[src/rtl/bsr_pkg.sv]
package bsr_pkg;

  localparam int MaxWidthDef  = 256;
  localparam int MaxHeightDef = 256;
  localparam int QueueDepth   = 4;

  localparam int KindW   = 3;
  localparam int CoordW  = 16;
  localparam int DataW   = 32;
  localparam int CfgIdxW = 2;
  localparam int SizeW   = 9;
  localparam int ThickW  = 8;
  localparam int RadW    = 4;
  localparam int PtW     = 18;
  localparam int RemW    = 19;

  localparam logic [KindW-1:0] KindStart = 3'd0;
  localparam logic [KindW-1:0] KindMove  = 3'd1;
  localparam logic [KindW-1:0] KindStop  = 3'd2;
  localparam logic [KindW-1:0] KindRead  = 3'd3;
  localparam logic [KindW-1:0] KindWrite = 3'd4;

  localparam logic [SizeW-1:0]  CanvasSizeReset = 9'd256;
  localparam logic [ThickW-1:0] ThickReset      = 8'd1;

  typedef enum logic [CfgIdxW-1:0] {
    CFG_WIDTH,
    CFG_HEIGHT,
    CFG_THICK,
    CFG_COLOR
  } cfg_idx_t;

  typedef enum logic [2:0] {
    OP_NOP,
    OP_STAMP,
    OP_LINE,
    OP_READ,
    OP_WRITE
  } op_t;

  typedef struct packed {
    op_t                      op;
    logic signed [CoordW-1:0] x;
    logic signed [CoordW-1:0] y;
    logic [CoordW-1:0]        dw;
    logic [CoordW-1:0]        dh;
    logic                     rising;
    logic [DataW-1:0]         data;
  } cmd_t;

  typedef enum logic [3:0] {
    S_CLEAR,
    S_IDLE,
    S_DECODE,
    S_LINE,
    S_LINE_NEXT,
    S_SETUP,
    S_STAMP,
    S_READ_WAIT,
    S_DONE
  } state_t;

  function automatic logic [RadW-1:0] brush_radius(input logic [ThickW-1:0] t);
    logic [RadW-1:0] cnt;
    cnt = '0;
    for (int k = 1; k < 16; k++) begin
      if (9'(k * k) < {1'b0, t}) begin
        cnt = cnt + 1'b1;
      end
    end
    return cnt;
  endfunction

endpackage

[src/rtl/bsr_queue.sv]
module bsr_queue #(
  parameter int DEPTH = bsr_pkg::QueueDepth
) (
  input  logic          clk,
  input  logic          rst,
  input  bsr_pkg::cmd_t push_cmd,
  input  logic          push_valid,
  output logic          push_ready,
  output bsr_pkg::cmd_t pop_cmd,
  output logic          pop_valid,
  input  logic          pop_ready
);

  localparam int PW = (DEPTH > 1) ? $clog2(DEPTH) : 1;
  localparam int CW = $clog2(DEPTH + 1);

  bsr_pkg::cmd_t   slots [DEPTH];
  logic [PW-1:0]   wr_ptr;
  logic [PW-1:0]   rd_ptr;
  logic [CW-1:0]   count;
  logic            push;
  logic            pop;

  assign push_ready = (count != CW'(DEPTH));
  assign pop_valid  = (count != '0);
  assign pop_cmd    = slots[rd_ptr];
  assign push       = push_valid && push_ready;
  assign pop        = pop_valid && pop_ready;

  always_ff @(posedge clk) begin
    if (push) begin
      slots[wr_ptr] <= push_cmd;
    end
  end

  always_ff @(posedge clk) begin
    if (rst) begin
      wr_ptr <= '0;
      rd_ptr <= '0;
      count  <= '0;
    end else begin
      if (push) begin
        wr_ptr <= (wr_ptr == PW'(DEPTH - 1)) ? '0 : wr_ptr + 1'b1;
      end
      if (pop) begin
        rd_ptr <= (rd_ptr == PW'(DEPTH - 1)) ? '0 : rd_ptr + 1'b1;
      end
      if (push && !pop) begin
        count <= count + 1'b1;
      end else if (pop && !push) begin
        count <= count - 1'b1;
      end
    end
  end

endmodule

[config.mk]
export PLATFORM = sky130hd
export DESIGN_NAME = bsr_queue
export DESIGN_NICKNAME = d
export VERILOG_FILES = /design/src/rtl/bsr_pkg.sv /design/src/rtl/bsr_queue.sv
export SDC_FILE = /design/constraint.sdc
export NUM_CORES = 1
export LEC_CHECK = 0
export ABC_AREA = 1
export BUFFER_PORTS_ARGS = -buffer_cell sky130_fd_sc_hd__buf_2
export CAP_MARGIN = 10
export CORE_AREA = 2 2 189 191
export DETAILED_ROUTE_END_ITERATION = 8
export DIE_AREA = 0 0 191 193
export GPL_ROUTABILITY_DRIVEN = 0
export PLACE_DENSITY = 0.67
export SLEW_MARGIN = 20
export SYNTH_ARGS = -nofsm -noshare
export SYNTH_HDL_FRONTEND = slang
export SYNTH_SLANG_ARGS = --single-unit
[constraint.sdc]
create_clock -name clk -period 5.2 [get_ports clk]
set_input_delay 0.78 -clock clk [delete_from_list [all_inputs] [get_ports clk]]
set_output_delay 0.78 -clock clk [all_outputs]
set_load 0.03 [all_outputs]
# == Yosys cells after proc, flatten, opt, wreduce, memory -nomap -nowiden ==
# Memories as Yosys holds them, arrays and structs flattened. A register that Yosys moved wholly into a read port is not among the register bits.
# Cells that the tools add are included.
# totals
ff_bits,7
latchBits,0
mem_bits_rw,400
rom_bits,0
inputBits,104
out_inout_bits,102
elab_cells,27
memories,1
# mem_list
name,depth,width,rd,rd_clocked_by_memory_dff,wr,line_no,rtl
slots,4,100,1,1,1,bsr_queue.sv:17,bsr_pkg::cmd_t slots [DEPTH];
# op_classes
add_sub_neg,4
mul,0
div,0
magnitude_cmp,0
eq_ne,3
shift,0
n_mux,8
bitwise,0
reduce_logical,8
# ops
op,n
two-way mux 2 bit,4
two-way mux 3 bit,2
adder 2 x 1 -> 2 bit (second input constant),2
== test 2 bit (second input constant),2
logical AND 1 bit,4
adder 3 x 1 -> 3 bit (second input constant),1
inequality test 3 bit (second input constant),1
nonzero test 3 bit,1
subtractor 3 x 1 -> 3 bit (second input constant),1
logical NOT 1 bit,2
two-way mux 1 bit,2
nonzero test 2 bit,1

# == Logic depth before layout (Yosys ltp) ==
# depth
depth_word,6
ltp_mapped,13
mapped_depth_nobuf,13

# == Worst setup path before layout ==
# OpenSTA, ideal clock, no wires.
# synth_path
path_type,register to register
from,register count[0]
to,"memory slots[0][0] in the netlist's numbering, enable pin"
setup_ns,0.560
arrival_time_ns,5.112
required_ns,4.640
path_slack_ns,-0.472
path_stages_with_launch,5
path_buffers,0
synth_period_minus_slack_ns,5.672
path_cell_list,dfxtp_1 nor2_1 nand2_1 nand2_1 nor2_1
# synth_between
elab_chain_len,4
# synth_lines
element,line_no,rtl
from (decl),bsr_queue.sv:20,logic [CW-1:0] count;
from (signal assigned),bsr_queue.sv:49,count <= count + 1'b1;
from (signal assigned),bsr_queue.sv:51,count <= count - 1'b1;
inequality test 3 bit,bsr_queue.sv:24,assign push_ready = (count != CW'(DEPTH));
named net push_ready,bsr_queue.sv:8,"output logic push_ready,"
logical AND 1 bit,bsr_queue.sv:27,assign push = push_valid && push_ready;
two-way mux 1 bit,bsr_queue.sv:31,if (push) begin
two-way mux 1 bit (not written as such),bsr_queue.sv:32,slots[wr_ptr] <= push_cmd;
to (decl),bsr_queue.sv:17,
# The timed path passes the listed nets, and every way through them passes these cells.

==> reports/results.ini <==
[layout]
design_area_mm2=0.0181
num-nets-final=1344
nFillCells=2942
multi_input_comb_area_mm2=0.00269
flow.area_growth_from_synthesis_pct=17.1
drive_above_1_share=0.228
final_cell_count_no_fill=1737
seqCellArea_mm2=0.0122

[power_and_ir_drop]
cellPowerDensity_mw_per_mm2=568
power.share.sequential=0.402
part_of_the_power_in_combinational_logic=0.318
p_int_mw=6.55
p_leak_nw=6.28
net_switching_component_of_the_power_mw=3.72
clock_power_share=0.279
power.ir.vdd_worst_mv=0.427
sw_frac_of_total=0.362
totalPowerFinal_mw=10.3

[job]
timing.max_cap.violations=0

[detailed_routing]
routed-via-count=9058
dr.pass1.iters=5
avgRoutedWirePerCell_um=18.8
dr.first_iter.drc_count=602
ant_nets=0
viasPerCell=5.21
drcViolationCount=0
wirelength_um=32700

[cts]
cts_inserted_buffers=43
post-cts-setup-buffer-count=0
root_buffer=clkbuf_16
tritoncts_num_sinks=409
clock_latency_ps=540
gates_resized_cts_repair=0
clock_tree.buffer_depth=3
hold_buffer_count_at_cts=0
tritoncts_clock_tree=yes
path_clk_slew_ps=60
level_count_of_the_clock_h_tree=2

[yosys]
synth.avg_cell_area_um2=14.9
yosys.area.top_type=edfxtp_1
synth.ff_latch_count=409
synth_area_in_compound_gates=0.108
mappedNetlistNets=1147
synthAdderAreaFrac=0.00616
synth_flop_cell=edfxtp_1
synth_most_common_cell=edfxtp_1
synth_top_family_by_area=compound AO/OA/AOI/OAI gates
ranking_of_synthesized_cells_by_area=edfxtp_1 (78%), nor2_1 (5.2%), o22ai_1 (4.0%)
synth_simple_gate_area_frac=0.0580
synthesis.instances=1036
synth.yosys.warnings=0
edff_count_synth=400
synthesis.area_mm2=0.0154
asyncSetResetFlopFracSynth=0
xor_xnor_share_of_the_synthesized_area=0.000567
netlist_top_cells_count=edfxtp_1 (400), nor2_1 (216), o21ai_0 (101)
yosysTopAreaCellShare=0.778
synth_mux_area_frac=0
sequential_area_share_after_synthesis=0.789
synth_cell_types=27

[run_status]
status=finished, final reports clean

[setup_path]
ff2ff_path_depth=5
worstReg2RegStart=count[0]
sort_of_element_at_the_start_of_the_critical_path=flip-flop
worst-endpoint-required_ps=4420
regToRegSetupSlack_ps=2650
reg_to_reg_critical_path_endpoint=slots[3][83]
cp_slowest_cell=buf_4
timing.critical_path.cells=clkinv_2, buf_4, o21ai_1, o22ai_1, buf_2
cp-endpoint=pop_cmd[40]
worst_path_largest_cell_delay_ps=830
logic_depth_of_the_worst_path_buffers_included=5
worstPathBufferInverterCount=3
crit_path_max_fanout=78
data_arrival_time_of_the_critical_path_ps=2850
critical_path_class=flip-flop to output port
end_kind=output port
timing.critical_path.max_delay_family=buffers and inverters

[timing]
holdWs_ps=409
worst-slew-pin-transition_ps=1000
fmax_mhz=276
hold_violations=0
post-route-min-period_ps=3630
final_max_slew_viol_count=0
setup_repair_after_global_routing_missed_its_margin=no
timing.clock.skew_ps=11.9
final.period_utilization=0.698
post-route-worst-setup-slack_ps=1570
max-slew-margin-rel=0.329
setup_viol=0

[grt]
grt_remaining_overflow=0
grt_start_max_net_pins=201
grt_first_pass_wirelength_um=49100
gr-usage-all-layers=0.175
grt_antenna_before_repair=6
first_global_vias=8871

[floorplanning]
die_width_um=191
fp.coreArea_mm2=0.0350
design.die.area_mm2=0.0369
die_height_um=193
initial_core_util=0.442
io_pins=206
num_rows=69

[place]
placed_cell_area_mm2=0.0167
dp_hpwl_um=17400
io_buffer_count=205
dpl.cell_count=1649
dp_slack_ps=2080

[min_path]
holdCritPathClass=primary input to flip-flop

[placed cells by master, fill, tap and decap left out]
master / instances
xor2_1: 1
inv_6: 2
clkinvlp_4: 2
clkbuf_8: 1
edfxtp_1: 400
fa_1: 1
buf_4: 6
nor2_4: 4
diode_2: 10
nor2_2: 1
inv_1: 14
o22ai_1: 99
o21ai_1: 96
clkinv_2: 8
clkbuf_16: 45
clkinv_1: 9
nor2_1: 212
nand3_1: 1
nand3b_1: 2
dfxtp_1: 7
dfxtp_4: 2
o22ai_2: 1
ha_1: 6
buf_12: 6
clkbuf_1: 11
bufinv_16: 2
o21ai_2: 4
buf_2: 205
nand4_1: 1
nand2_1: 14
a21oi_1: 2
o21ai_0: 101
[worst min path at each step]
stage | start | end | slack (ps) | cells past startpoint
floorplan | rd_ptr[1] | flip-flop | 480 | 2
global placement | rd_ptr[1] | flip-flop | 500 | 2
detailed placement | rd_ptr[1] | flip-flop | 510 | 2
CTS | rst | count[0] | 380 | 2
global route | rst | count[0] | 410 | 2
finish | rst | count[0] | 410 | 2
[logic make-up after synthesis]
kind of cell             Yosys count
flip-flops                       409
AND/OR/NAND/NOR                  235
XOR/XNOR                           1
buffers and inverters             81
AO/OA/AOI/OAI                    303
adder cells (fa/ha/maj)            7
[registers in the layout (all words and copies together) (netlist names), named ones only]
name	flops
count	3
rd_ptr	2
slots	400
wr_ptr	2
[layout make-up]
cell class,instances,area share
Tap cell,461,0.0319
Inverter,16,0.00367
Clock buffer,57,0.0653
Antenna cell,10,0.00138
Timing Repair Buffer,217,0.0659
Clock inverter,21,0.00844
Sequential cell,409,0.675
Multi-Input combinational cell,546,0.149
[power groups by stage]
| stage | registers [mW] | logic, mW | clock network [mW] |
|---|---|---|---|
| 2_1_floorplan | 4.20 | 2.44 | 0 |
| 3_3_place_gp | 4.19 | 3.28 | 0 |
| 3_5_place_dp | 4.21 | 3.31 | 0 |
| 4_1_cts | 4.14 | 3.32 | 2.94 |
| 5_1_grt | 4.17 | 3.54 | 3.06 |
| 6_report | 4.13 | 3.27 | 2.87 |
[routing by layer]
layer / up-vias / wire length (um) / share of wire / global-route usage
met5: - / 13 / 0.00040 / 0
li1: 4317 / - / - / -
met1: 4473 / 14000 / 0.43 / 0.221
met3: 50 / 2170 / 0.066 / 0.0487
met2: 216 / 15700 / 0.48 / 0.291
met4: 2 / 743 / 0.023 / 0.0644
[through the flow]
| stage | setup TNS [ps] | utilization |
|---|---|---|
| 3_5_place_dp | 0 | 0.478 |
| 4_1_cts | 0 | 0.517 |
| 3_3_place_gp | 0 | 0.478 |
| 5_1_grt | 0 | 0.517 |
| 2_1_floorplan | -188800 | - |
| 6_report | 0 | 0.517 |
[worst reg2reg max path, stage by stage, from the launching register on]
cell	delay (ps)
dfxtp_1	390
nor2_1	80
nand2_1	120
nand2_1	290
nor2_4	820
buf_4	520
Power figures use the tool's default switching activity.
