==> config.mk <==
export PLATFORM = sky130hd
export DESIGN_NAME = bsr_front_flat
export DESIGN_NICKNAME = d
export VERILOG_FILES = /design/src/rtl/bsr_pkg.sv /design/src/rtl/bsr_ifs.sv /design/src/rtl/bsr_front.sv /design/src/flat_wrapper.sv
export SDC_FILE = /design/constraint.sdc
export NUM_CORES = 1
export LEC_CHECK = 0
export ABC_AREA = 0
export BUFFER_PORTS_ARGS = -buffer_cell sky130_fd_sc_hd__buf_2
export CORE_ASPECT_RATIO = 1.25
export CORE_MARGIN = 2
export CORE_UTILIZATION = 47
export CTS_CLUSTER_DIAMETER = 120
export DETAILED_ROUTE_END_ITERATION = 7
export HOLD_SLACK_MARGIN = 0.08
export PLACE_DENSITY = 0.8
export SETUP_SLACK_MARGIN = 0.15
export SYNTH_ARGS = -nofsm -noshare
export SYNTH_HDL_FRONTEND = slang
export SYNTH_SLANG_ARGS = --single-unit
==> constraint.sdc <==
create_clock -name clk -period 4.9 [get_ports clk]
set_input_delay 0 -clock clk [delete_from_list [all_inputs] [get_ports clk]]
set_output_delay 0 -clock clk [all_outputs]
set_load 0.02 [all_outputs]
==> src/rtl/bsr_pkg.sv <==
package bsr_pkg;

  localparam int MaxWidthDef  = 256;
  localparam int MaxHeightDef = 256;
  localparam int QueueDepth   = 4;

  localparam int KindW   = 3;
  localparam int CoordW  = 16;
  localparam int DataW   = 32;
  localparam int CfgIdxW = 2;
  localparam int SizeW   = 9;
  localparam int ThickW  = 8;
  localparam int RadW    = 4;
  localparam int PtW     = 18;
  localparam int RemW    = 19;

  localparam logic [KindW-1:0] KindStart = 3'd0;
  localparam logic [KindW-1:0] KindMove  = 3'd1;
  localparam logic [KindW-1:0] KindStop  = 3'd2;
  localparam logic [KindW-1:0] KindRead  = 3'd3;
  localparam logic [KindW-1:0] KindWrite = 3'd4;

  localparam logic [SizeW-1:0]  CanvasSizeReset = 9'd256;
  localparam logic [ThickW-1:0] ThickReset      = 8'd1;

  typedef enum logic [CfgIdxW-1:0] {
    CFG_WIDTH,
    CFG_HEIGHT,
    CFG_THICK,
    CFG_COLOR
  } cfg_idx_t;

  typedef enum logic [2:0] {
    OP_NOP,
    OP_STAMP,
    OP_LINE,
    OP_READ,
    OP_WRITE
  } op_t;

  typedef struct packed {
    op_t                      op;
    logic signed [CoordW-1:0] x;
    logic signed [CoordW-1:0] y;
    logic [CoordW-1:0]        dw;
    logic [CoordW-1:0]        dh;
    logic                     rising;
    logic [DataW-1:0]         data;
  } cmd_t;

  typedef enum logic [3:0] {
    S_CLEAR,
    S_IDLE,
    S_DECODE,
    S_LINE,
    S_LINE_NEXT,
    S_SETUP,
    S_STAMP,
    S_READ_WAIT,
    S_DONE
  } state_t;

  function automatic logic [RadW-1:0] brush_radius(input logic [ThickW-1:0] t);
    logic [RadW-1:0] cnt;
    cnt = '0;
    for (int k = 1; k < 16; k++) begin
      if (9'(k * k) < {1'b0, t}) begin
        cnt = cnt + 1'b1;
      end
    end
    return cnt;
  endfunction

endpackage

==> src/rtl/bsr_ifs.sv <==
interface bsr_item_if;
  logic                                     valid;
  logic                                     ready;
  logic [bsr_pkg::KindW-1:0]                kind;
  logic signed [bsr_pkg::CoordW-1:0]        pos_x;
  logic signed [bsr_pkg::CoordW-1:0]        pos_y;
  logic [bsr_pkg::DataW-1:0]                write_data;
  modport source(output valid, kind, pos_x, pos_y, write_data, input ready);
  modport sink(input valid, kind, pos_x, pos_y, write_data, output ready);
endinterface


==> src/rtl/bsr_front.sv <==
module bsr_front (
  input  logic              clk,
  input  logic              rst,
  bsr_item_if.sink          items,
  input  logic              clearing,
  output bsr_pkg::cmd_t     cmd,
  output logic              cmd_valid,
  input  logic              cmd_ready
);

  logic signed [bsr_pkg::CoordW-1:0] last_x;
  logic signed [bsr_pkg::CoordW-1:0] last_y;
  logic signed [bsr_pkg::CoordW-1:0] bx, ex, by, ey;
  logic [bsr_pkg::CoordW-1:0]        dw, dh;
  logic                              rising;
  logic                              accept;

  assign items.ready = cmd_ready && !clearing;
  assign cmd_valid   = items.valid && !clearing;
  assign accept      = items.valid && items.ready;

  always_comb begin
    bx = (items.pos_x < last_x) ? items.pos_x : last_x;
    ex = (items.pos_x > last_x) ? items.pos_x : last_x;
    by = (items.pos_y < last_y) ? items.pos_y : last_y;
    ey = (items.pos_y > last_y) ? items.pos_y : last_y;
    dw = $unsigned(ex) - $unsigned(bx);
    dh = $unsigned(ey) - $unsigned(by);
    rising = ((items.pos_y >= last_y) && (items.pos_x >= last_x)) ||
             ((items.pos_y <= last_y) && (items.pos_x <= last_x));
    cmd        = '0;
    cmd.op     = bsr_pkg::OP_NOP;
    cmd.x      = items.pos_x;
    cmd.y      = items.pos_y;
    cmd.data   = items.write_data;
    unique case (items.kind)
      bsr_pkg::KindStart: cmd.op = bsr_pkg::OP_STAMP;
      bsr_pkg::KindMove, bsr_pkg::KindStop: begin
        cmd.x      = bx;
        cmd.y      = by;
        cmd.dw     = dw;
        cmd.dh     = dh;
        cmd.rising = rising;
        cmd.op     = ((dw == '0) && (dh == '0)) ? bsr_pkg::OP_NOP : bsr_pkg::OP_LINE;
      end
      bsr_pkg::KindRead:  cmd.op = bsr_pkg::OP_READ;
      bsr_pkg::KindWrite: cmd.op = bsr_pkg::OP_WRITE;
      default:            cmd.op = bsr_pkg::OP_NOP;
    endcase
  end

  always_ff @(posedge clk) begin
    if (rst) begin
      last_x <= '0;
      last_y <= '0;
    end else if (accept &&
                 ((items.kind == bsr_pkg::KindStart) || (items.kind == bsr_pkg::KindMove))) begin
      last_x <= items.pos_x;
      last_y <= items.pos_y;
    end
  end

endmodule

==> src/flat_wrapper.sv <==
// flat-port wrapper written by rule: the top's interface ports become plain ports
module bsr_front_flat 
  (clk, rst, clearing, cmd, cmd_valid, cmd_ready, items_valid, items_kind, items_pos_x, items_pos_y, items_write_data, items_ready);
  bsr_item_if items_i ();
  input  logic clk;
  input  logic rst;
  input  logic clearing;
  output bsr_pkg::cmd_t cmd;
  output logic cmd_valid;
  input  logic cmd_ready;
  input wire logic [$bits(items_i.valid)-1:0] items_valid;
  input wire logic [$bits(items_i.kind)-1:0] items_kind;
  input wire logic [$bits(items_i.pos_x)-1:0] items_pos_x;
  input wire logic [$bits(items_i.pos_y)-1:0] items_pos_y;
  input wire logic [$bits(items_i.write_data)-1:0] items_write_data;
  output wire logic [$bits(items_i.ready)-1:0] items_ready;
  assign items_i.valid = items_valid;
  assign items_i.kind = items_kind;
  assign items_i.pos_x = items_pos_x;
  assign items_i.pos_y = items_pos_y;
  assign items_i.write_data = items_write_data;
  assign items_ready = items_i.ready;
  bsr_front u_core (.clk(clk), .rst(rst), .items(items_i), .clearing(clearing), .cmd(cmd), .cmd_valid(cmd_valid), .cmd_ready(cmd_ready));
endmodule
Word-level counts from Yosys, hierarchy flattened. Cells that the tools add are included.

Register bits: 32. Word-level logic and storage cells: 37.

Add/sub/neg operators: 2. Magnitude comparators: 8. Eq/ne operators: 4. Muxes and demuxes: 7. Reductions and logical operators: 14.

Operators by type and width (count): $mux 65 (1); $mux 16 (4); $ge 16x16->1 (2); $gt 16x16->1 (2); $le 16x16->1 (2); $logic_not 16->1 (2); $lt 16x16->1 (2); $sub 16x16->16 (2); $pmux 3 s4 (1); $logic_and 1x1->1 (7); $eq 3x2->1 const B (2); $eq 3x1->1 const B (1); $eq 3x3->1 const B (1); $logic_not 3->1 (1); $logic_or 1x1->1 (2); $mux 2 (1); $reduce_or 2->1 (1); $logic_not 1->1 (1).

Longest topological paths before layout. Gate-level depths: netlist of run 1.

Word-level depth: 7. Depth in mapped cells: 24. Gate-level depth less buffers: 22.

Worst setup path after synthesis of run 1. OpenSTA, ideal clock, no wires.

Kind: register -> output. From: register u_core.last_y[15] in the netlist's numbering. To: output cmd[98] in the netlist's numbering. Arrival time: 5058 ps. Data required time: 4900 ps. Setup slack: -158 ps. Stages on the path, launching flop included: 23. Path through: dfxtp_1 > inv_1 > ha_1 > nand4_1 > or3_1 > a21oi_1 > a2111oi_2 > nand3_1 > o21ai_2 > or2_1 > buf_2 > buf_2 > mux2_2 > ha_1 > nor2b_1 > o31a_1 > o31ai_1 > a211oi_1 > or3_1 > and3_1 > o2111ai_1 > nor4b_2 > nor3_1.

RTL lines: start, declared (RTL line bsr_front.sv:12) `logic signed [bsr_pkg::CoordW-1:0] last_y;`; start signal, assigned (RTL line bsr_front.sv:59) `last_y <= items.pos_y;`; end, declared (RTL line flat_wrapper.sv:8) `output bsr_pkg::cmd_t cmd;`.

==> metrics.md, run 1 <==
| Metric | Value |
|---|---|
| Yosys cell types | `57` |
| Worst path buffer plus inverter count | `5` |
| Failing checks | `setup timing` |
| CTS Buf Count | `5` |
| Clock Latency Late Sink | `0.28 ns` |
| Max incr delay on CP | `0.56 ns` |
| Max-cap violations | `0` |
| Mean area per synthesized cell | `6.785 µm²` |
| CP arrival | `5.55 ns` |
| DRT antenna net count | `0` |
| Synthesis warning total | `0` |
| Setup WS post-layout | `-0.6533 ns` |
| Simple-gate portion of the synthesized area | `0.2485` |
| Initial Utilization | `0.4814` |
| Hold WS | `0.1346 ns` |
| Yosys reg bits | `32` |
| Post-synthesis compound-gate area fraction | `0.2253` |
| Cell Area, Synth | `4865 µm²` |
| ANT cells | `0` |
| # rows | `41` |
| Final period util | `1.133` |
| Global-route usage over all layers | `0.2839` |
| Synth Flop Type | `dfxtp_1` |
| Fin. Hold Viols | `0` |
| VDD IR-drop max | `0.0001565 V` |
| Max Buffers Root-to-Sink | `2` |
| CP Capture Type | `primary output` |
| Largest family of logic cells by synthesized area | `simple AND/OR/NAND/NOR gates` |
| Gr ovfl total | `0` |
| Die Y | `117.7 µm` |
| Layout area overhead | `43.39%` |
| PortBufs | `109` |
| GP Congestion | `0.9903` |
| DRC viols | `0` |
| Design Power | `0.001550 W` |
| Crit path to | `cmd[98]` |
| Share of layout cells above drive strength 1 | `0.3081` |
| Hold Path Class | `primary input to flip-flop` |
| Startpoint types | `flip-flop` |
| Worst Tran Pin Value | `approximately 1.2 ns` |
| CP Data Required Time | `slightly below 5 ns` |
| Average wire per standard cell | `approximately 18 µm` |
| CP max FO | `8` |
| Critical Path Start | `u_core.last_y[5]` |
| H-tree depth | `2` |
| Vias per inst | `5.841` |
| Outcome | `finished with violations` |
| Syn_nets | `855` |
| RR Endpoint | `u_core.last_y[2]` |
| Dpl cell area | `5705 µm²` |
| R2R Setup Slk | `4.09 ns` |
| Seq/Total Area, Yosys | `0.1317` |
| Crit-path slowest cell | `a2111oi_4` |
| Via count | `6005` |
| Min cycle time layout | `5.553 ns` |
| Dpl hpwl | `11.88 mm` |
| Die width | `95.00 µm` |
| Post-route cell area | `roughly 7000 µm²` |
| Static leakage | `just over 3 nW` |
| CTS tree | `done` |
| Async SR Flop Fraction | `0` |
| Adder-Cell Fraction of Synth Area | `0.1728` |
| Largest net degree at the start of global routing | `66` |
| RSZ-0062 raised after global routing | `true` |
| Reg2Reg Launch Point | `u_core.last_y[2]` |
| Crit path depth | `22` |
| Clock Root Buffer | `clkbuf_16` |
| Critical-path cell list | `inv_1, ha_4, a21oi_2, o21ai_2, a2111oi_4, nand3_2, o21ai_4, buf_12, buf_12, mux2i_1, ha_4, and2_4, a221o_1, a21bo_2, a31oi_2, xor2_1, nand3_1, or4_4, nor4b_4, buf_4, nor3_2, buf_4` |
| Slew HR | `0.2004` |
| Initial antenna violation count | `0` |
| I/O pins | `174` |
| Clk sinks | `32` |
| Clock-pin slew on the worst setup and hold paths | `0.06 ns` |
| Final Net Count | `1037` |
| Routed WL | `18.27 mm` |
| Max Freq | `0.1801 GHz` |
| Vias in the first global route | `5437` |
| Mapped Cells | `717` |
| Clock skew | `0 ns` |
| Initial DRC Count | `313` |
| Fillcell total | `between 800 and 900` |
| Multiplexer share of the synthesized area | `0.07022` |
| Post-synth EDFFs | `0` |
| Drt pass-1 iters | `5` |
| Setup CP Type | `flip-flop to primary output` |
| Final Setup Violations | `2` |
| Reg2reg path depth | `3` |
| Setup TNS | `-0.6886 ns` |
| Core footprint | `about 10000 µm²` |
| Pwr Density | `222.2 nW/µm²` |
| XOR/XNOR Fraction of Synth Area | `0.04501` |
| Final slew viol count | `0` |
| Die footprint | `between 10000 and 15000 µm²` |
| Critical path's top delay family | `compound AO/OA/AOI/OAI gates` |
| Util after Layout | `0.6902` |
| First-pass GRT wire length | `25.56 mm` |
## worst reg2reg max path, cell delays in order (launching register included)
cell	delay [ns]
dfxtp_1	0.35
buf_4	0.15
nand2_1	0.06
a21oi_1	0.18
## what timing repair did
| item | in CTS | in global routing |
|---|---|---|
| pin swaps | 15 | 26 |
| setup buffers | 5 | 7 |
| setup endpoints to repair | 5 | 13 |
| hold endpoints to repair | 63 | 0 |
| resized for setup | 14 | 71 |
| hold buffers | 63 | 0 |
## where the power goes
part           total [W]  switching (W)  internal (W)
logic           0.000954       0.000541      0.000413
clock network   0.000329       0.000116      0.000213
registers       0.000266     0.00000207      0.000264
total            0.00155       0.000660      0.000890
## Yosys cell counts, types with 4 or more instances
library cell	instances	area, µm²
a211oi_1	4	30.03
a21o_1	9	67.56
a21oi_1	72	360.4
a31oi_1	4	25.02
and2_1	5	31.28
buf_4	32	240.2
clkbuf_1	25	93.84
dfxtp_1	32	640.6
ha_1	64	800.8
inv_1	42	157.7
mux2_2	17	191.4
mux2i_1	15	150.1
nand2_1	126	473.0
nand2b_1	6	37.54
nand3_1	8	40.04
nand4_1	12	75.07
nor2_1	67	251.5
nor2b_1	9	56.30
nor3_1	14	70.07
nor4_1	4	25.02
o21a_1	6	45.04
o21ai_0	60	300.3
or4_1	5	37.54
xnor2_1	10	87.58
xor2_1	15	131.4
## state kept, by name, indices dropped and copies added (netlist names)
name           cells
u_core.last_x     16
u_core.last_y     16
## per-layer routing
metal,part of all wire,GRT usage
met2,0.52,0.5293
met5,0,0
met4,0.057,0.1286
met3,0.071,0.04033
met1,0.36,0.3060
## area by class of cell
type                    count  area (µm²)  area share
inverters                  42       157.7     0.02260
repair buffers            238        1728      0.2477
multi-input cells         580        4119      0.5905
flip-flops and latches     32       656.9     0.09417
well taps                 129       161.4     0.02314
clock buffers               7       152.6     0.02188
## worst min-delay path by stage
stage	cells past startpoint	startpoint	to	slack [ns]
2_1_floorplan	1	items_kind[2]	cmd[98]	0.05
3_3_place_gp	0	items_write_data[11]	cmd[11]	0.0001
3_5_place_dp	0	items_write_data[11]	cmd[11]	0.0001
4_1_cts	4	items_pos_y[8]	u_core.last_y[8]	0.13
5_1_grt	4	items_pos_y[8]	u_core.last_y[8]	0.15
6_report	4	items_pos_y[8]	u_core.last_y[8]	0.13
## stage by stage
step / worst slack, ns / std cells
final: -0.6533 / 1028
after global routing: -0.8919 / 1028
after CTS: -0.5390 / 1021
after detailed placement: -0.4919 / 946
after global placement: -0.4088 / 946
after floorplan: 0.1527 / 717
## layout by cell type, fill, tap and decap left out, types with 3 or more instances in the layout
cell	count
clkbuf_16	5
or4_1	4
mux2_2	14
a31o_2	3
xor2_1	15
a21o_1	9
inv_1	36
nor3_1	12
xnor2_1	10
nor2_1	64
inv_2	6
o2111ai_1	3
o211ai_1	3
o21ai_1	4
a211oi_1	3
mux2_4	3
dfxtp_2	13
a21oi_2	7
mux2i_1	13
ha_1	46
nand3_1	7
a21oi_1	65
o21ai_0	55
dfxtp_1	19
o21a_1	6
nand4_1	12
and2_1	4
dlygate4sd3_1	63
nor2b_1	7
nand2b_1	5
buf_4	60
nand2_1	126
nor4_1	4
buf_6	5
or3_1	3
ha_4	17
buf_2	107
## kinds of logic (layout without fill, tap and decap cells)
group / after synthesis / in the layout
AO/OA/AOI/OAI: 186 / 186
AND/OR/NAND/NOR: 271 / 271
flip-flops: 32 / 32
buffers and inverters: 105 / 287
multiplexers: 32 / 32
XOR/XNOR: 25 / 25
adder cells (fa/ha/maj): 66 / 66
Power figures use the tool's default switching activity.
==> run 2: changes to the inputs <==
--- a/config.mk
+++ b/config.mk
@@ -9,12 +9,13 @@
 export BUFFER_PORTS_ARGS = -buffer_cell sky130_fd_sc_hd__buf_2
 export CORE_ASPECT_RATIO = 1.25
 export CORE_MARGIN = 2
-export CORE_UTILIZATION = 47
+export CORE_UTILIZATION = 35
 export CTS_CLUSTER_DIAMETER = 120
 export DETAILED_ROUTE_END_ITERATION = 7
 export HOLD_SLACK_MARGIN = 0.08
-export PLACE_DENSITY = 0.8
+export PLACE_DENSITY = 0.63
 export SETUP_SLACK_MARGIN = 0.15
 export SYNTH_ARGS = -nofsm -noshare
 export SYNTH_HDL_FRONTEND = slang
 export SYNTH_SLANG_ARGS = --single-unit
+export TNS_END_PERCENT = 50
==> run 2 against run 1 <==
The run still ends with setup timing left. Die area is 33% higher. Design area is 6.8% higher. Worst hold slack worse by 0.017 ns. Flip-flop and latch count did not move. Wire length decreased by 6.0%. Total power rose by 10%. Largest cell class unchanged.
==> metrics.md, run 2 (synthesis results as in run 1) <==
| Metric | Value |
|---|---|
| CP Data Required Time | `4.90 ns (about the same)` |
| Failing checks | `setup timing` |
| VDD IR-drop max | `0.0001331 V (-15%)` |
| Hold Path Class | `primary input to flip-flop` |
| Combinational Power Share | `0.629 (+0.013)` |
| Worst path buffer plus inverter count | `6 (+1)` |
| Via count | `5777 (-3.8%)` |
| Largest net degree at the start of global routing | `66 (unchanged)` |
| Max Buffers Root-to-Sink | `2 (unchanged)` |
| ANT cells | `0 (unchanged)` |
| Die Y | `135.8 µm (+15%)` |
| Switch share | `0.4119 (-0.01377)` |
| Clock-pin slew on the worst setup and hold paths | `0.06 ns (about the same)` |
| CTS Buf Count | `5 (unchanged)` |
| CP max FO | `7 (-1)` |
| CP dominant cell by count | `buf_4` |
| Startpoint types | `flip-flop` |
| Share of layout cells above drive strength 1 | `0.3443 (+0.03616)` |
| Clk network pwr share | `0.215 (+0.003)` |
| Clock Root Buffer | `clkbuf_16` |
| GP Congestion | `0.9243 (-6.7%)` |
| Worst Tran Pin Value | `0.6861 ns (-0.5133 ns)` |
| Design Power | `0.001708 W (+10%)` |
| Critical-path cell list | `inv_1, ha_1, nand4_1, buf_4, nor2_1, a2111oi_4, buf_4, o21ai_4, or2_4, buf_6, mux2_4, ha_4, or4_1, o21a_2, a31oi_4, xor2_2, nand3_1, or4_4, nor4b_4, buf_4, nor3_2, buf_4` |
| Clk sinks | `32 (unchanged)` |
| Final Net Count | `1081 (+4.2%)` |
| Final slew viol count | `0 (unchanged)` |
| Routed WL | `17.18 mm (-6.0%)` |
| Setup CP Type | `flip-flop to primary output` |
| Net switching power | `0.0007034 W (+6.6%)` |
| Core footprint | `13690 µm² (+35%)` |
| Average wire per standard cell | `15.35 µm (-14%)` |
| Outcome | `finished with violations` |
| DRC viols | `0 (unchanged)` |
| Setup WS post-layout | `-0.3270 ns (+0.3263 ns)` |
| Die width | `109.4 µm (+15%)` |
| Initial antenna violation count | `0 (unchanged)` |
| Most common cell after layout, fill and taps aside | `nand2_1` |
| Drt pass-1 iters | `5 (unchanged)` |
| Pwr Density | `229.3 nW/µm² (+3.2%)` |
| Fin. Hold Viols | `0 (unchanged)` |
| # rows | `48 (+17%)` |
| Layout area overhead | `53.14%` |
| Pint | `0.001004 W (+13%)` |
| Clock skew | `0 ns (unchanged)` |
| Seq pwr share | `0.155 (-0.017)` |
| Global-route usage over all layers | `0.2202 (-0.06365)` |
| Hold WS | `0.1172 ns (-0.01743 ns)` |
| Vias per inst | `5.163 (-12%)` |
| CTS tree | `done` |
| Vias in the first global route | `5332 (-1.9%)` |
| CP arrival | `5.23 ns (-0.32 ns)` |
| Die footprint | `14860 µm² (+33%)` |
| Dpl hpwl | `12.84 mm (+8.1%)` |
| Post-Place Worst Slack | `-0.2328 ns (+0.2592 ns)` |
| Crit-path slowest cell | `or4_4` |
| Initial DRC Count | `284 (-9.3%)` |
| Max incr delay on CP | `0.54 ns (-0.02 ns)` |
| DRT antenna net count | `0 (unchanged)` |
| Fillcell total | `1318 (+62%)` |
| Initial Utilization | `0.3553 (-0.1261)` |
| Static leakage | `3.297 nW (+7.4%)` |
| First-pass GRT wire length | `26.02 mm (+1.8%)` |
| Clock Latency Late Sink | `0.28 ns (about the same)` |
| Gr ovfl total | `0 (unchanged)` |
| Min cycle time layout | `5.227 ns (-0.3263 ns)` |
| PortBufs | `109 (unchanged)` |
| RSZ-0062 raised after global routing | `true` |
| Max-cap violations | `0 (unchanged)` |
| CP Capture Type | `primary output` |
| I/O pins | `174 (unchanged)` |
| Critical path's top delay family | `simple AND/OR/NAND/NOR gates` |
| Slew HR | `0.5426 (+0.3422)` |
| Final Setup Violations | `1 (-1)` |
| Most frequent cells in the layout | `126 x nand2_1, 105 x buf_2, 104 x buf_4` |
| Max Freq | `0.1913 GHz (+6.2%)` |
| H-tree depth | `2 (unchanged)` |
| Final period util | `1.067 (-0.06659)` |
| Regs by FF count | `u_core.last_x: 16 flops, u_core.last_y: 16 flops` |
run 2: cell count changes in the layout (fill, tap and decap cells not counted), sizes merged:
cell,before,now
buf,175,222
bufinv,0,1
clkbuf,7,6
clkinv,0,1
dlygate4sd3,63,60
run 2: timing repair:
item | 4_1_cts | 5_1_grt
hold buffers | 60 | 0
buffers inserted | 3 | 11
pin swaps | 7 | 27
resized for setup | 17 | 92
endpoints found under the setup margin | 5 | 9
hold endpoints to repair | 60 | 0
run 2: area by class of cell:
cell class / instances / area (µm²) / area share
clock buffer: 6 / 128.9 / 0.01730
clock inverter: 2 / 35.03 / 0.004703
inverter: 42 / 157.7 / 0.02116
multi-input combinational: 580 / 4202 / 0.5640
sequential: 32 / 654.4 / 0.08784
tap: 175 / 219.0 / 0.02939
timing repair buffer: 282 / 2053 / 0.2756
run 2: final timing paths:
| check | startpoint | to | slack, ns | cells after the start |
|---|---|---|---|---|
| worst min-delay path | items_pos_y[6] | u_core.last_y[6] | 0.12 | 4 |
| worst min register to register | u_core.last_x[12] | u_core.last_x[12] | 0.45 | 2 |
| worst max register to register | u_core.last_y[5] | u_core.last_y[5] | 4.06 | 4 |
| worst max-delay path | u_core.last_y[9] | cmd[98] | -0.33 | 22 |
run 2: routing by layer:
layer,vias to the layer above,global-route usage,share of wire
met3,34,0.02349,0.054
met2,207,0.4064,0.52
li1,2920,-,-
met4,0,0.07103,0.029
met1,2616,0.2614,0.40
met5,-,0,0
run 2: worst register-to-register path, cell delays in order (launching register included):
cell and delay [ns]:
dfxtp_2 0.32, buf_4 0.12, buf_4 0.13, nand2_1 0.06, a21oi_1 0.06
run 2: metrics by stage:
step                instance area (µm²)  std cells    util  setup TNS, ns
floorplan                          4962        717       -              0
global placement                   6101       1037  0.4455       -0.09975
detailed placement                 6101       1037  0.4455        -0.2328
CTS                                6964       1108  0.5086        -0.3573
global route                       7450       1119  0.5440        -0.4983
finish                             7450       1119  0.5440        -0.3270
run 2: power groups by stage:
stage                     clock network, W  logic (W)  registers [W]
after floorplan                          0   0.000564       0.000271
after global placement                   0   0.000883       0.000271
after detailed placement                 0   0.000885       0.000271
after CTS                         0.000376   0.000965       0.000265
after global routing              0.000385    0.00116       0.000266
final                             0.000368    0.00107       0.000265
